$ cat src/granular_particle_stress_top_defines.svh
// ----------------------------------------------------------------------------
// Granular particle stress assertion macros
// Shared concurrent assertion forms, compiled out for synthesis.
// ----------------------------------------------------------------------------
`ifndef GRANULAR_PARTICLE_STRESS_TOP_DEFINES_SVH
`define GRANULAR_PARTICLE_STRESS_TOP_DEFINES_SVH

`ifndef SYNTHESIS
// Same-cycle implication, sampled on i_clk, disabled during reset.
`define GPS_ASSERT_IMP(lbl, ante, cons, msg) \
    lbl: assert property (@(posedge i_clk) disable iff (!i_rst_n) (ante) |-> (cons)) \
        else $error(msg);
// Next-cycle implication, sampled on i_clk, disabled during reset.
`define GPS_ASSERT_NXT(lbl, ante, cons, msg) \
    lbl: assert property (@(posedge i_clk) disable iff (!i_rst_n) (ante) |=> (cons)) \
        else $error(msg);
`else
`define GPS_ASSERT_IMP(lbl, ante, cons, msg)
`define GPS_ASSERT_NXT(lbl, ante, cons, msg)
`endif

`endif

$ cat src/gps_div.sv
// ----------------------------------------------------------------------------
// Pipelined restoring divider
// One quotient bit per register stage, with a side payload riding along.
// ----------------------------------------------------------------------------
module gps_div #(
    parameter int DW = 32,
    parameter int VW = 16,
    parameter int PW = 1
) (
    input  logic          i_clk,
    input  logic          i_rst_n,
    input  logic          i_en,
    input  logic          i_valid,
    input  logic [DW-1:0] i_num,
    input  logic [VW-1:0] i_den,
    input  logic [PW-1:0] i_pay,
    output logic          o_valid,
    output logic [DW-1:0] o_quot,
    output logic [PW-1:0] o_pay
);

    logic          r_valid [DW];
    logic [VW-1:0] r_rem   [DW];
    logic [DW-1:0] r_num   [DW];
    logic [VW-1:0] r_den   [DW];
    logic [PW-1:0] r_pay   [DW];

    for (genvar gk = 0; gk < DW; gk++) begin : g_stage
        logic          stage_valid;
        logic [VW-1:0] stage_rem;
        logic [DW-1:0] stage_num;
        logic [VW-1:0] stage_den;
        logic [PW-1:0] stage_pay;
        logic [VW:0]   trial;
        logic          take;
        logic [VW-1:0] n_rem;

        if (gk == 0) begin : g_first
            assign stage_valid = i_valid;
            assign stage_rem   = '0;
            assign stage_num   = i_num;
            assign stage_den   = i_den;
            assign stage_pay   = i_pay;
        end else begin : g_next
            assign stage_valid = r_valid[gk-1];
            assign stage_rem   = r_rem[gk-1];
            assign stage_num   = r_num[gk-1];
            assign stage_den   = r_den[gk-1];
            assign stage_pay   = r_pay[gk-1];
        end

        // The partial remainder stays below the divisor, so the trial fits VW+1 bits.
        assign trial = {stage_rem, stage_num[DW-1]};
        assign take  = (trial >= {1'b0, stage_den});
        assign n_rem = take ? VW'(trial - {1'b0, stage_den}) : trial[VW-1:0];

        always_ff @(posedge i_clk) begin
            if (!i_rst_n) begin
                r_valid[gk] <= 1'b0;
            end else if (i_en) begin
                r_valid[gk] <= stage_valid;
            end
        end

        always_ff @(posedge i_clk) begin
            if (i_en) begin
                r_rem[gk] <= n_rem;
                r_num[gk] <= {stage_num[DW-2:0], take};
                r_den[gk] <= stage_den;
                r_pay[gk] <= stage_pay;
            end
        end
    end

    assign o_valid = r_valid[DW-1];
    assign o_quot  = r_num[DW-1];
    assign o_pay   = r_pay[DW-1];

`include "granular_particle_stress_top_defines.svh"

    `GPS_ASSERT_IMP(a_den_nonzero, i_en && i_valid, i_den != '0, "divider fed a zero divisor")
    `GPS_ASSERT_IMP(a_rem_below_den, r_valid[DW-1], r_rem[DW-1] < r_den[DW-1],
        "final remainder not below divisor")
    `GPS_ASSERT_NXT(a_hold_on_stall, !i_en && o_valid, o_valid && $stable(o_quot),
        "divider output moved while stalled")

endmodule
$ cat config.mk
export PLATFORM = sky130hd
export DESIGN_NAME = gps_div
export DESIGN_NICKNAME = d
export VERILOG_FILES = /design/src/gps_div.sv
export VERILOG_INCLUDE_DIRS = /design/src /design/src/src
export SDC_FILE = /design/constraint.sdc
export NUM_CORES = 2
export LEC_CHECK = 0
export BUFFER_PORTS_ARGS = -buffer_cell sky130_fd_sc_hd__clkbuf_2
export CAP_MARGIN = 20
export CORE_MARGIN = 2
export CORE_UTILIZATION = 35
export CTS_CLUSTER_SIZE = 10
export DETAILED_ROUTE_END_ITERATION = 7
export REMOVE_ABC_BUFFERS = 1
export SYNTH_ARGS = -nofsm -noshare
export SYNTH_HDL_FRONTEND = slang
export SYNTH_SLANG_ARGS = --single-unit
$ cat constraint.sdc
create_clock -name i_clk -period 4.2 [get_ports i_clk]
set_clock_uncertainty 0.15 [all_clocks]
set_input_delay 0.42 -clock i_clk [delete_from_list [all_inputs] [get_ports i_clk]]
set_output_delay 0.42 -clock i_clk [all_outputs]
set_load 0.1 [all_outputs]
==> flow_metrics.py <==
metrics = {
    "status": {
        "outcome": "complete, no violations",
    },
    "setup_path": {
        "critPathBufInv": 1,
        "path_cells": "inv_1, ha_1, fa_1, nor2b_1, o31a_1, o31ai_1, a21oi_1, a21o_1, a2111oi_0, nor3b_1, mux2_2",
        "critical_path_class": "reg -> reg",
        "reg2reg_from": "r_num[17][31]$_DFFE_PP_",
        "worst_ep_arrival_time_ns": 4.11,
        "required_ns": 4.64,
        "end_kind": "flip-flop",
        "regToRegSetupSlack_ns": 0.53,
        "crit_fanout": 3,
        "slowest_stage": "a2111oi_0",
        "worstSetupStartpointType": "flip-flop",
        "r2r-end": "r_rem[1][44]$_DFFE_PP_",
        "reg2reg_depth": 11,
        "critPathMaxStageDelay_ns": 0.59,
        "cp_top_family": "compound AO/OA/AOI/OAI gates",
    },
    "global_route": {
        "grt_max_degree": 104,
        "grt_first_pass_wirelength_mm": 270,
        "grt_overflow_total": 0,
        "track_usage_pct": 12.5,
        "grt_pass1_vias": 51067,
        "antenna_found_initial": 5,
    },
    "floorplan": {
        "die_w_um": 516,
        "dieArea_um2": 267000,
        "die_h_um": 516,
        "rows": 188,
        "core_um2": 262000,
        "initial_core_util_pct": 35.1,
        "pin_count": 87,
    },
    "timing": {
        "hold_viol_final": 0,
        "setup-tns-final_ns": 0,
        "slew_headroom_pct": 28.8,
        "whs_ns": 0.122,
        "grt_setup_unrepaired": "no",
        "maxSlewViolCount": 0,
        "max_freq_mhz": 272,
        "final.setup.worst_slack_ns": 0.526,
        "worst_pin_slew_ns": 1.06,
        "post-route-period-util_pct": 87.5,
        "finalCriticalPeriod_ns": 3.67,
        "setup_viol": 0,
    },
    "yosys": {
        "synthAdderAreaFrac_pct": 7.43,
        "synth_top_family_by_area": "compound AO/OA/AOI/OAI gates",
        "yosys.area_share.simple_pct": 6.85,
        "synth_xor_area_share_pct": 3.18,
        "synthCells": 6467,
        "post_synth.cell_area_avg_um2": 14.2,
        "synth-edff-count": 2079,
        "yosysUniqueCellTypes": 80,
        "syn_area_um2": 91900,
        "synth-compound-area-share_pct": 8.51,
        "synth-main-ff-cell": "edfxtp_1",
        "async_reset_ff_share_pct": 0,
        "synth.yosys.seq_area_share_pct": 67.9,
        "synth_mux_area_share_pct": 3.07,
        "yosys_warnings": 0,
        "ys_ff_latch": 2080,
    },
    "power_and_ir_drop": {
        "ir_drop_uv": 497,
        "power.total_mw": 74.0,
        "p_per_area_nw_per_um2": 706,
        "p_leak_nw": 39.9,
    },
    "detailed_routing": {
        "drtIter0Drc": 3458,
        "met3_wirelength_mm": 7.25,
        "antenna_left": 0,
        "drc": 0,
        "vias_per_cell": 4.84,
        "route.met2.wl_mm": 81.2,
        "num_vias": 50659,
        "routed_wl_mm": 168,
        "wl_per_cell_um": 16.1,
        "wl_met1_mm": 74.2,
        "highest_layer": "met4",
        "firstDrtPassIters": 6,
    },
    "cells_and_area": {
        "final_cell_mix": "2079 x edfxtp_1, 649 x inv_1, 498 x ha_1",
        "utilization_pct": 40.1,
        "final_common_cell": "edfxtp_1",
        "fin_nets": 7434,
        "layout-drive-gt1-share_pct": 10.4,
        "synthToLayoutAreaGrowth_pct": 14.1,
    },
    "clock_tree": {
        "cts.path.max_buffers": 3,
        "cts_setup_buffers": 0,
        "cts-root-buf": "clkbuf_16",
        "insertion_delay_ns": 0.85,
        "hold_buffers": 52,
        "cts_made_buffers": 241,
        "htree_levels": 4,
        "clock_sinks": 2080,
        "cts_tree": "done",
        "cts_resized": 0,
        "cts.clk_slew.worst_paths_ns": 0.05,
    },
    "placed_design": {
        "gp_congestion": 0.888,
        "numPortBuffers": 86,
        "hpwl_mm": 116,
        "pre_cts_slack_ns": 0.588,
    },
    "job": {
        "drv_cap": 0,
    },
    "min_path": {
        "hold_start": "i_num[30]",
        "holdPathEnd": "r_num[0][31]$_DFFE_PP_",
        "min_path_type": "in -> reg",
        "hold_depth": 2,
    },
}
## through the flow
step	area (µm²)	cells
6_report	105000	10464
5_1_grt	105000	10463
3_3_place_gp	97500	10073
2_1_floorplan	91600	6386
3_5_place_dp	97500	10073
4_1_cts	105000	10461
## sequential cells by signal, indices dropped and copies added (netlist names)
name / cells
r_pay: 32
r_den: 496
r_num: 1024
r_rem: 496
r_valid: 32
## synth_stat cells, types with 8 or more instances
cell type  number  area [µm²]
a21o_1         96         721
or3_1          34         213
a21boi_0       38         285
o211ai_1       29         218
a21oi_1       332        1660
clkbuf_1       69         259
nor2b_1        80         500
ha_1          498        6230
and2_1         12        75.1
mux2i_1        45         450
and4_1         10        87.6
o21ai_0       363        1820
edfxtp_1     2079       62400
a211oi_1       32         240
a211o_1        16         140
inv_1         649        2440
o31a_1         31         272
o21a_1         70         526
nor4_1         31         194
a22oi_1         8        60.1
nor3b_1        11        82.6
nand4_1        64         400
a31o_2         15         131
o21bai_1       19         143
o311ai_0       12         105
xnor2_1       210        1840
mux2_2        193        2170
a31oi_1        31         194
nand2_1       404        1520
fa_1           30         601
nand3b_1        9        67.6
and3_1         56         350
o41ai_1        23         201
or2_2          30         188
o31ai_1        46         345
o2111ai_1      14         123
nor4b_1         9        78.8
nor3_1         89         445
nand2b_1       60         375
nor2_1        293        1100
mux2_4         13         195
nand3_1        96         480
xor2_1        124        1090
buf_2           8        40.0
## cell type report
cell class,count,area (µm²)
antenna,3,7.51
clock buffer,279,6190
clock inverter,57,652
fill,23924,157000
inverter,649,2440
multi-input combinational,3657,26800
sequential,2080,62400
tap,3515,4400
timing repair buffer,224,1960
## metal layers
layer / GRT usage (%) / up-vias
li1: - / 24822
met1: 15.7 / 24548
met2: 21.3 / 926
met3: 2.28 / 363
met4: 4.69 / 0
met5: 0 / -
## power breakdown
group          internal [mW]  total, mW  switching (mW)
Clock                   10.6       18.5            7.90
Combinational           11.4       25.2            13.8
Sequential              28.3       30.4            2.06
Total                   50.3       74.0            23.7
## worst max path at each step
stage                                    endpoint                     from  cells after the start
after floorplan           r_rem[0][179]$_DFFE_PP_  r_rem[0][162]$_DFFE_PP_                      8
after global placement     r_rem[1][22]$_DFFE_PP_    r_den[1][1]$_DFFE_PP_                      9
after detailed placement   r_rem[1][44]$_DFFE_PP_  r_num[17][31]$_DFFE_PP_                     11
after CTS                  r_rem[1][44]$_DFFE_PP_  r_num[17][31]$_DFFE_PP_                     11
after global routing       r_rem[1][20]$_DFFE_PP_    r_den[1][1]$_DFFE_PP_                     10
final                      r_rem[1][44]$_DFFE_PP_  r_num[17][31]$_DFFE_PP_                     11
## cells by family (layout without fill, tap and decap cells)
logic type,count (synthesis),after routing
AO/OA/AOI/OAI,1240,1240
adder cells (fa/ha/maj),528,528
XOR/XNOR,334,334
AND/OR/NAND/NOR,1304,1304
flip-flops,2080,2080
multiplexers,251,251
other,0,3
buffers and inverters,730,1209
Power figures use the tool's default switching activity.
